<file path="src/rtl/core/csd_pkg.sv">
// ----------------------------------------------------------------------------
// csd_pkg
// Shared widths, register indexes and types for the current sample smoother.
// ----------------------------------------------------------------------------
package csd_pkg;

    // signed code after sign or zero extension
    localparam int CODE_W     = 17;
    // filtered value, signed Q32.16
    localparam int FILT_W     = 48;
    // shared adder width
    localparam int SUM_W      = 50;
    // shared multiplier operands and product
    localparam int MUL_A_W    = 34;
    localparam int MUL_B_W    = 18;
    localparam int PROD_W     = MUL_A_W + MUL_B_W;
    // filter weight, Q1.16
    localparam int ALPHA_W    = 17;
    localparam int ALPHA_FRAC = 16;
    localparam logic [ALPHA_W-1:0] ALPHA_ONE = 17'h1_0000;

    localparam logic [31:0] INT32_MAX_C = 32'h7FFF_FFFF;
    localparam logic [31:0] INT32_MIN_C = 32'h8000_0000;

    // configuration register indexes
    localparam int CFG_ADDR_W = 3;
    typedef logic [CFG_ADDR_W-1:0] cfg_addr_t;
    localparam cfg_addr_t CFG_SENSOR_MODE  = 3'd0;
    localparam cfg_addr_t CFG_WINDOW_LOW   = 3'd1;
    localparam cfg_addr_t CFG_WINDOW_HIGH  = 3'd2;
    localparam cfg_addr_t CFG_SCALE        = 3'd3;
    localparam cfg_addr_t CFG_OFFSET       = 3'd4;
    localparam cfg_addr_t CFG_ALPHA        = 3'd5;
    localparam cfg_addr_t CFG_NOLOAD_ENTER = 3'd6;
    localparam cfg_addr_t CFG_NOLOAD_EXIT  = 3'd7;

    // request to the shared multiplier
    typedef struct packed {
        logic                      en;
        logic signed [MUL_A_W-1:0] a;
        logic signed [MUL_B_W-1:0] b;
    } mul_req_t;

endpackage

</file>
<file path="src/rtl/core/current_sample_smoother_deadband.sv">
// ----------------------------------------------------------------------------
// current_sample_smoother_deadband
// Converts current samples to mA, smooths them and applies a no-load deadband.
// ----------------------------------------------------------------------------
// One sample beat at a time is taken while s_ready is high. A rejected beat
// (read failed, or an analog code outside the window) clears the filter; its
// result goes straight to ST_DONE and from there into the output register.
// An accepted sample runs through one shared multiplier and one shared
// 50-bit adder under a small sequencer: the first sample after a clear steps
// through MUL_X, ADD_X, ABS and LATCH, later ones through MUL_X, ADD_X, DIFF,
// MUL_H, MUL_L, ADD_L, ABS and LATCH; ROUND and NEG follow unless the result
// lands in the no-load deadband. ST_DONE holds until the output register is
// free, so while it is full and m_ready is low no new sample is taken. The
// output register lets a result wait while the next sample is taken.
// ----------------------------------------------------------------------------
module current_sample_smoother_deadband #(
    parameter int SAMPLE_BITS = 16,
    parameter int FRAC_BITS   = 16
) (
    input  logic                      aclk,
    input  logic                      aresetn,
    // sample channel
    input  logic                      s_valid,
    output logic                      s_ready,
    input  logic [15:0]               s_sample_code,
    input  logic                      s_read_ok,
    // result channel
    output logic                      m_valid,
    input  logic                      m_ready,
    output logic signed [31:0]        m_reading_ma,
    output logic                      m_reading_ok,
    output logic                      m_no_load,
    // configuration write channel
    input  logic                      cfg_valid,
    output logic                      cfg_ready,
    input  csd_pkg::cfg_addr_t        cfg_addr,
    input  logic [31:0]               cfg_data
);
    import csd_pkg::*;

    localparam logic [3:0] ST_IDLE  = 4'd0;
    localparam logic [3:0] ST_MUL_X = 4'd1;
    localparam logic [3:0] ST_ADD_X = 4'd2;
    localparam logic [3:0] ST_DIFF  = 4'd3;
    localparam logic [3:0] ST_MUL_H = 4'd4;
    localparam logic [3:0] ST_MUL_L = 4'd5;
    localparam logic [3:0] ST_ADD_L = 4'd6;
    localparam logic [3:0] ST_ABS   = 4'd7;
    localparam logic [3:0] ST_LATCH = 4'd8;
    localparam logic [3:0] ST_ROUND = 4'd9;
    localparam logic [3:0] ST_NEG   = 4'd10;
    localparam logic [3:0] ST_DONE  = 4'd11;

    // configuration registers
    logic                 sensor_mode_reg;
    logic [15:0]          window_low_reg;
    logic [15:0]          window_high_reg;
    logic [31:0]          scale_reg;
    logic [31:0]          offset_reg;
    logic [ALPHA_W-1:0]   alpha_reg;
    logic [23:0]          enter_reg;
    logic [23:0]          exit_reg;

    // sequencer and filter state
    logic [3:0]           state_reg, state_next;
    logic                 primed_reg, primed_next;
    logic                 latch_reg, latch_next;
    logic [FILT_W-1:0]    f_reg, f_next;
    logic [FILT_W-1:0]    x_reg, x_next;
    logic [SUM_W-1:0]     acc_reg, acc_next;
    logic [FILT_W-1:0]    mag_reg, mag_next;
    logic [CODE_W-1:0]    code_reg, code_next;
    logic [31:0]          res_ma_reg, res_ma_next;
    logic                 res_valid_reg, res_valid_next;

    // output register
    logic                 m_valid_reg;
    logic [31:0]          m_reading_ma_reg;
    logic                 m_reading_ok_reg;
    logic                 m_no_load_reg;

    // shared units
    mul_req_t             mul_req;
    logic signed [PROD_W-1:0] prod;
    logic [PROD_W-1:0]    prod_shift;
    logic [SUM_W-1:0]     add_a, add_b, sum;
    logic                 add_cin;

    // decoded sample
    logic [SAMPLE_BITS-1:0] raw;
    logic [CODE_W-1:0]    code_ext;
    logic                 in_window;
    logic                 sample_ok;
    logic                 s_beat;
    logic                 out_free;

    // derived values
    logic [ALPHA_W-1:0]   alpha_eff;
    logic                 f_neg;
    logic                 sum_ovf;
    logic [FILT_W-1:0]    sum_sat;
    logic [FILT_W-1:0]    enter_fx, exit_fx;
    logic [SUM_W-1:0]     r_wide;
    logic [SUM_W-1:0]     half_lsb;

    csd_mul u_mul (
        .aclk (aclk),
        .req  (mul_req),
        .prod (prod)
    );

    assign s_ready   = (state_reg == ST_IDLE);
    assign cfg_ready = 1'b1;
    assign s_beat    = s_valid && s_ready;
    assign out_free  = !m_valid_reg || m_ready;

    // decode the incoming code: zero extend in analog mode, sign extend in digital
    assign raw       = s_sample_code[SAMPLE_BITS-1:0];
    assign code_ext  = sensor_mode_reg
                     ? {{(CODE_W-SAMPLE_BITS){raw[SAMPLE_BITS-1]}}, raw}
                     : {{(CODE_W-SAMPLE_BITS){1'b0}}, raw};
    assign in_window = (16'(raw) >= window_low_reg) && (16'(raw) <= window_high_reg);
    assign sample_ok = s_read_ok && (sensor_mode_reg || in_window);

    assign alpha_eff = (alpha_reg > ALPHA_ONE) ? ALPHA_ONE : alpha_reg;
    assign f_neg     = f_reg[FILT_W-1];
    assign enter_fx  = FILT_W'(enter_reg) << FRAC_BITS;
    assign exit_fx   = FILT_W'(exit_reg) << FRAC_BITS;
    assign r_wide    = acc_reg >> FRAC_BITS;
    assign half_lsb  = SUM_W'(1) << (FRAC_BITS - 1);
    assign prod_shift = PROD_W'(prod >>> ALPHA_FRAC);

    // saturate the adder result to the filter width
    assign sum_ovf = !((sum[SUM_W-1] == sum[FILT_W-1]) && (sum[SUM_W-2] == sum[FILT_W-1]));
    assign sum_sat = sum[SUM_W-1] ? {1'b1, {(FILT_W-1){1'b0}}} : {1'b0, {(FILT_W-1){1'b1}}};

    // steer the shared multiplier
    always_comb begin
        mul_req.en = 1'b0;
        mul_req.a  = '0;
        mul_req.b  = '0;
        case (state_reg)
            ST_MUL_X: begin
                mul_req.en = 1'b1;
                mul_req.a  = MUL_A_W'($signed(scale_reg));
                mul_req.b  = MUL_B_W'($signed(code_reg));
            end
            ST_MUL_H: begin
                mul_req.en = 1'b1;
                mul_req.a  = MUL_A_W'($signed(acc_reg[FILT_W:ALPHA_FRAC]));
                mul_req.b  = {1'b0, alpha_eff};
            end
            ST_MUL_L: begin
                mul_req.en = 1'b1;
                mul_req.a  = {{(MUL_A_W-ALPHA_FRAC){1'b0}}, acc_reg[ALPHA_FRAC-1:0]};
                mul_req.b  = {1'b0, alpha_eff};
            end
            default: begin
                mul_req.en = 1'b0;
            end
        endcase
    end

    // steer the shared adder
    always_comb begin
        add_a   = '0;
        add_b   = '0;
        add_cin = 1'b0;
        case (state_reg)
            ST_ADD_X: begin
                add_a = prod[SUM_W-1:0];
                add_b = SUM_W'($signed(offset_reg));
            end
            ST_DIFF: begin
                add_a   = SUM_W'($signed(x_reg));
                add_b   = ~SUM_W'($signed(f_reg));
                add_cin = 1'b1;
            end
            ST_MUL_L: begin
                add_a = SUM_W'($signed(f_reg));
                add_b = prod[SUM_W-1:0];
            end
            ST_ADD_L: begin
                add_a = acc_reg;
                add_b = prod_shift[SUM_W-1:0];
            end
            ST_ABS: begin
                add_b   = f_neg ? ~SUM_W'($signed(f_reg)) : SUM_W'($signed(f_reg));
                add_cin = f_neg;
            end
            ST_ROUND: begin
                add_a = {{(SUM_W-FILT_W){1'b0}}, mag_reg};
                add_b = half_lsb;
            end
            ST_NEG: begin
                add_b   = ~r_wide;
                add_cin = 1'b1;
            end
            default: begin
                add_cin = 1'b0;
            end
        endcase
    end

    assign sum = add_a + add_b + SUM_W'(add_cin);

    // sequencer
    always_comb begin
        state_next     = state_reg;
        primed_next    = primed_reg;
        latch_next     = latch_reg;
        f_next         = f_reg;
        x_next         = x_reg;
        acc_next       = acc_reg;
        mag_next       = mag_reg;
        code_next      = code_reg;
        res_ma_next    = res_ma_reg;
        res_valid_next = res_valid_reg;
        unique case (state_reg)
            ST_IDLE: begin
                if (s_beat) begin
                    code_next = code_ext;
                    if (sample_ok) begin
                        state_next = ST_MUL_X;
                    end else begin
                        // drop the sample and clear the filter
                        primed_next    = 1'b0;
                        f_next         = '0;
                        latch_next     = 1'b1;
                        res_ma_next    = '0;
                        res_valid_next = 1'b0;
                        state_next     = ST_DONE;
                    end
                end
            end
            ST_MUL_X: begin
                state_next = ST_ADD_X;
            end
            ST_ADD_X: begin
                // converted sample, saturated to the filter range
                x_next = sum_ovf ? sum_sat : sum[FILT_W-1:0];
                if (!primed_reg) begin
                    f_next      = sum_ovf ? sum_sat : sum[FILT_W-1:0];
                    primed_next = 1'b1;
                    state_next  = ST_ABS;
                end else begin
                    state_next = ST_DIFF;
                end
            end
            ST_DIFF: begin
                acc_next   = sum;
                state_next = ST_MUL_H;
            end
            ST_MUL_H: begin
                state_next = ST_MUL_L;
            end
            ST_MUL_L: begin
                // add the high partial step
                acc_next   = sum;
                state_next = ST_ADD_L;
            end
            ST_ADD_L: begin
                // add the floored low partial step
                f_next     = sum[FILT_W-1:0];
                state_next = ST_ABS;
            end
            ST_ABS: begin
                mag_next   = sum[FILT_W-1:0];
                state_next = ST_LATCH;
            end
            ST_LATCH: begin
                // hysteresis: leave on strict greater, return on strict less
                if (latch_reg) begin
                    latch_next = !(mag_reg > enter_fx);
                end else begin
                    latch_next = (mag_reg < exit_fx);
                end
                res_valid_next = 1'b1;
                res_ma_next    = '0;
                if ((latch_reg && !(mag_reg > enter_fx)) || (!latch_reg && (mag_reg < exit_fx))) begin
                    state_next = ST_DONE;
                end else begin
                    state_next = ST_ROUND;
                end
            end
            ST_ROUND: begin
                acc_next   = sum;
                state_next = ST_NEG;
            end
            ST_NEG: begin
                // apply sign and saturate to int32
                if (!f_neg) begin
                    res_ma_next = (r_wide > SUM_W'(INT32_MAX_C)) ? INT32_MAX_C : r_wide[31:0];
                end else begin
                    res_ma_next = (r_wide >= SUM_W'(INT32_MIN_C)) ? INT32_MIN_C : sum[31:0];
                end
                state_next = ST_DONE;
            end
            ST_DONE: begin
                if (out_free) begin
                    state_next = ST_IDLE;
                end
            end
            default: begin
                state_next = ST_IDLE;
            end
        endcase
    end

    // control state
    always_ff @(posedge aclk) begin
        if (!aresetn) begin
            state_reg   <= ST_IDLE;
            primed_reg  <= 1'b0;
            latch_reg   <= 1'b1;
            f_reg       <= '0;
            m_valid_reg <= 1'b0;
        end else begin
            state_reg  <= state_next;
            primed_reg <= primed_next;
            latch_reg  <= latch_next;
            f_reg      <= f_next;
            if (state_reg == ST_DONE && out_free) begin
                m_valid_reg <= 1'b1;
            end else if (m_ready) begin
                m_valid_reg <= 1'b0;
            end
        end
    end

    // datapath and output payload
    always_ff @(posedge aclk) begin
        x_reg         <= x_next;
        acc_reg       <= acc_next;
        mag_reg       <= mag_next;
        code_reg      <= code_next;
        res_ma_reg    <= res_ma_next;
        res_valid_reg <= res_valid_next;
        if (state_reg == ST_DONE && out_free) begin
            m_reading_ma_reg <= res_ma_reg;
            m_reading_ok_reg <= res_valid_reg;
            m_no_load_reg    <= latch_reg;
        end
    end

    // configuration writes
    always_ff @(posedge aclk) begin
        if (!aresetn) begin
            sensor_mode_reg <= 1'b0;
            window_low_reg  <= 16'h0000;
            window_high_reg <= 16'hFFFF;
            scale_reg       <= 32'h0001_0000;
            offset_reg      <= 32'h0000_0000;
            alpha_reg       <= ALPHA_ONE;
            enter_reg       <= 24'h00_0000;
            exit_reg        <= 24'h00_0000;
        end else if (cfg_valid && cfg_ready) begin
            unique case (cfg_addr)
                CFG_SENSOR_MODE:  sensor_mode_reg <= cfg_data[0];
                CFG_WINDOW_LOW:   window_low_reg  <= cfg_data[15:0];
                CFG_WINDOW_HIGH:  window_high_reg <= cfg_data[15:0];
                CFG_SCALE:        scale_reg       <= cfg_data;
                CFG_OFFSET:       offset_reg      <= cfg_data;
                CFG_ALPHA:        alpha_reg       <= cfg_data[ALPHA_W-1:0];
                CFG_NOLOAD_ENTER: enter_reg       <= cfg_data[23:0];
                CFG_NOLOAD_EXIT:  exit_reg        <= cfg_data[23:0];
                default:          sensor_mode_reg <= sensor_mode_reg;
            endcase
        end
    end

    assign m_valid      = m_valid_reg;
    assign m_reading_ma = m_reading_ma_reg;
    assign m_reading_ok = m_reading_ok_reg;
    assign m_no_load    = m_no_load_reg;

endmodule

</file>
<file path="src/rtl/core/csd_mul.sv">
// ----------------------------------------------------------------------------
// csd_mul
// Shared signed multiplier with a registered product, one request a cycle.
// ----------------------------------------------------------------------------
module csd_mul (
    input  logic                              aclk,
    input  csd_pkg::mul_req_t                 req,
    output logic signed [csd_pkg::PROD_W-1:0] prod
);
    import csd_pkg::*;

    logic signed [PROD_W-1:0] prod_reg;

    // capture the product when a request is issued, hold otherwise
    always_ff @(posedge aclk) begin
        if (req.en) begin
            prod_reg <= PROD_W'(req.a * req.b);
        end
    end

    assign prod = prod_reg;

endmodule

</file>
<file path="config.mk">
export PLATFORM = sky130hd
export DESIGN_NAME = current_sample_smoother_deadband
export DESIGN_NICKNAME = d
export VERILOG_FILES = /design/src/rtl/core/csd_pkg.sv /design/src/rtl/core/current_sample_smoother_deadband.sv /design/src/rtl/core/csd_mul.sv
export SDC_FILE = /design/constraint.sdc
export NUM_CORES = 2
export LEC_CHECK = 0
export ABC_AREA = 1
export ABC_CLOCK_PERIOD_IN_PS = 7100
export BUFFER_PORTS_ARGS = -buffer_cell sky130_fd_sc_hd__buf_4
export CORE_MARGIN = 2
export CORE_UTILIZATION = 59
export CTS_BUF_LIST = sky130_fd_sc_hd__clkbuf_4 sky130_fd_sc_hd__clkbuf_8 sky130_fd_sc_hd__clkbuf_16
export CTS_CLUSTER_DIAMETER = 60
export DETAILED_ROUTE_END_ITERATION = 10
export PLACE_DENSITY = 0.87
export SKIP_CTS_REPAIR_TIMING = 1
export SYNTH_ARGS = -nofsm -noshare
export SYNTH_HDL_FRONTEND = slang
export SYNTH_SLANG_ARGS = --single-unit
</file>
<file path="constraint.sdc">
create_clock -name aclk -period 7.1 [get_ports aclk]
set_input_delay 0.71 -clock aclk [delete_from_list [all_inputs] [get_ports aclk]]
set_output_delay 0.71 -clock aclk [all_outputs]
set_load 0.03 [all_outputs]
</file>
==> parameters.txt <==
Parameter                              Value

Run status
  Outcome    finished with violations
  Violated checks    negative setup slack

Worst setup path
  Register-to-register setup slack    -0.06 ns
  Most common cell on crit path    buf_4
  WP depth    33
  Critical Path End Type    flop
  Reg2reg start    state_reg[3]
  Worst reg2reg path endpoint    u_mul.prod[26]
  Required time of the critical path    7.47 ns
  Worst-path cell with the longest stage delay    fa_1
  Number of cells on the worst reg-to-reg path    33
  Slowest Stage Delay on Critical Path    0.57 ns
  Startpoint type of the worst setup path    flop
  Category of the critical setup timing path    reg -> reg
  Crit-path leading delay family    adder cells
  Combined buffer and inverter count along the critical path    14
  Arrival @ worst endpoint    7.53 ns
  Biggest fanout along the worst timing path    9

Floorplan
  Area of the placeable core    81700 sq um
  I/O pin count    94
  Floorplan die height    290 um
  Die width    290 um
  Initial standard-cell utilization of the core    59.2%
  Cell row count    105
  Full die area    84400 sq um

Placed design
  Placed instance area    53300 sq um
  Detailed-placement wirelength estimate    136 mm
  RD Place Congestion    1.06
  IO buf count    92
  Placed insts    7405

Drt
  DRC violations left    0
  Violation count after the first detailed-route iteration    6065
  Detailed-route via count    45300
  Routed length per placed instance    23.7 um
  Routed vias/inst    6.01
  Pre-Repair DR Iteration Count    8
  Post-detailed-route count of antenna-violating nets    0
  Routed wire length    179 mm

Logic synthesis
  Gate Count Post-Synth    6042
  Post-synthesis sequential area ratio    26.5%
  Net count of the mapped netlist    6926
  Synthesized cell area    48400 sq um
  Number of warnings issued by yosys    0
  Distinct cell type count after synthesis    54
  Ys async rst share    0%
  Number of storage elements in the synthesis netlist    499
  Mean Syn Cell Area    8.01 sq um
  Cell type with the largest total area after synthesis    fa_1
  Top post-synthesis cells by area    fa_1, edfxtp_1, inv_1, nand2_1, dfxtp_1
  Synth Flop Type    edfxtp_1
  Fraction of post-synthesis cell area in the top cell type by area    23.8%
  Number of enable flip-flop cells after synthesis    282

STA
  Final clock period utilization by the worst path    101%
  Max Clock Freq    0.140 GHz
  Worst slew slack as a fraction of its limit    16.9%
  Slew at the pin with the worst max-slew slack    1.24 ns
  RSZ-0062 raised after global routing    yes
  Hold violation count in the final report    0
  Clock skew    0.0584 ns
  Final Critical Period    7.16 ns
  # setup viols final    6
  Fin Setup TNS    -0.221 ns
  Final number of max-transition violations    0
  Worst setup margin    -0.0596 ns

Power and ir drop
  Power per cell area    339 nW/um^2
  Worst-case vdd ir drop    0.000450 V
  Pwr Total    19100 uW
  Static leakage    0.0270 uW

Layout
  Share of the core filled with cells    69.1%
  Number of standard cells in the final layout excluding fillers    7547
  Layout overhead on the synthesized area    16.6%
  Reg area    12800 sq um
  Flip-flop count of the largest register after layout    52
  Layout cells sized above 1    14.5%
  Number of fill cells in the layout    6317
  Multi-input gate area    30400 sq um
  Final #Nets    7310
  Total non-filler cell area in the finished layout    56500 sq um

Hold path
  Launch point of the worst hold path    s_sample_code[0]
  Type of the tightest min-delay check    in -> reg
  Min-Delay Endpoint    code_reg[0]
  Hold Crit Depth    1

Global route
  Wire length of the first global-routing pass    265 mm
  Number of global-route vias before repair    45300
  Initial antenna violation count    9
  Largest net degree at the start of global routing    95
  Remaining Overflow, GRT    0
  Overall track demand over capacity in global routing    41.7%

Run
  Maxcap violations    0

Clocking
  Clock transition at path regs    0.06 ns
  CTS sink cnt    499
  Root buffer cell    clkbuf_16
  Clock latency at the later pin of the worst-skew pair    0.67 ns
  Number of H-tree branching levels    2
  Maximum buffer depth of the clock tree    3
  CTS tree    yes
  Number of CTS-inserted buffers    54
==> worst max path at each step <==
stage / slack (ns) / to / from
after floorplan: 0.18 / u_mul.prod[48] / state_reg[0]
after global placement: -0.21 / u_mul.prod[46] / state_reg[1]
after detailed placement: -0.35 / u_mul.prod[48] / state_reg[1]
final: -0.06 / u_mul.prod[26] / state_reg[3]
after CTS: -0.50 / u_mul.prod[46] / state_reg[1]
after global routing: -0.34 / u_mul.prod[48] / state_reg[2]
==> per-stage QoR <==
| stage | setup WS [ns] | hold slack (ns) |
|---|---|---|
| after floorplan | 0.179 | 0.400 |
| final | -0.0596 | 0.263 |
| after global routing | -0.344 | 0.260 |
| after global placement | -0.213 | 0.400 |
| after detailed placement | -0.354 | 0.406 |
| after CTS | -0.501 | 0.258 |
==> layer usage <==
layer | GRT usage (%) | vias up | wire (um)
met5 | 0 | - | 29
met4 | 27.8 | 4 | 14900
met3 | 11.7 | 827 | 25200
met2 | 62.5 | 3360 | 76000
met1 | 52.9 | 21500 | 63000
li1 | - | 19600 | -
==> kinds of logic (layout without fill, tap and decap cells) <==
logic type	count (synthesis)	after routing	share of synthesized area [%]
buffers and inverters	1592	2021	12.6
AO/OA/AOI/OAI	989	989	12.0
XOR/XNOR	85	85	1.54
other	1	7	0.00775
adder cells (fa/ha/maj)	827	827	30.3
AND/OR/NAND/NOR	2049	2049	17.1
flip-flops	499	499	26.5
==> cells in the final DEF (no fill, tap or decap), drive strengths merged, types with 2 or more instances in the layout <==
cell type | Yosys | final
a21oi | 347 | 347
nand2 | 1203 | 1203
nand4 | 70 | 70
nand3b | 3 | 3
fa | 576 | 576
and3 | 2 | 2
a211oi | 11 | 11
o221ai | 19 | 19
o2111ai | 12 | 12
ha | 251 | 251
dfxtp | 217 | 217
clkinv | 2 | 26
clkinvlp | 0 | 10
o21ai | 342 | 342
nor3 | 25 | 25
edfxtp | 282 | 282
a32oi | 4 | 4
nand3 | 92 | 92
xnor2 | 31 | 31
xor2 | 54 | 54
o21bai | 15 | 15
a32o | 4 | 4
o211ai | 58 | 58
a221oi | 74 | 74
and2 | 7 | 7
bufinv | 0 | 4
a21o | 8 | 8
inv | 1339 | 1332
a21boi | 8 | 8
o21a | 10 | 10
clkbuf | 195 | 71
buf | 56 | 578
o22ai | 55 | 55
nor4 | 14 | 14
nor2 | 631 | 631
a31oi | 17 | 17
diode | 0 | 6
==> final cells by class <==
class,instances,share of cell area [%]
Sequential cell,499,22.7
Timing Repair Buffer,579,8.84
Clock inverter,31,0.563
Multi-Input combinational cell,3951,53.9
Clock buffer,70,2.66
Tap cell,1070,2.37
Inverter,1341,8.98
Antenna cell,6,0.0266
==> Yosys cell counts, types with 19 or more instances <==
library cell	n
a21oi_1	345
a221oi_1	74
o21ai_0	334
edfxtp_1	282
xnor2_1	31
clkbuf_1	195
nor2_1	628
inv_1	1323
dfxtp_1	217
nand3_1	90
o221ai_1	19
nand4_1	61
nand2_1	1160
o211ai_1	58
xor2_1	54
ha_1	251
nor3_1	25
buf_2	21
o22ai_1	53
nand2_2	43
fa_1	576
==> where the power goes <==
group	switching [uW]	leakage [uW]	internal, uW
Clock	1270	0.000894	1650
Combinational	7560	0.0217	3660
Sequential	571	0.00442	4410
No activity file was read; power rests on OpenSTA's default activity.
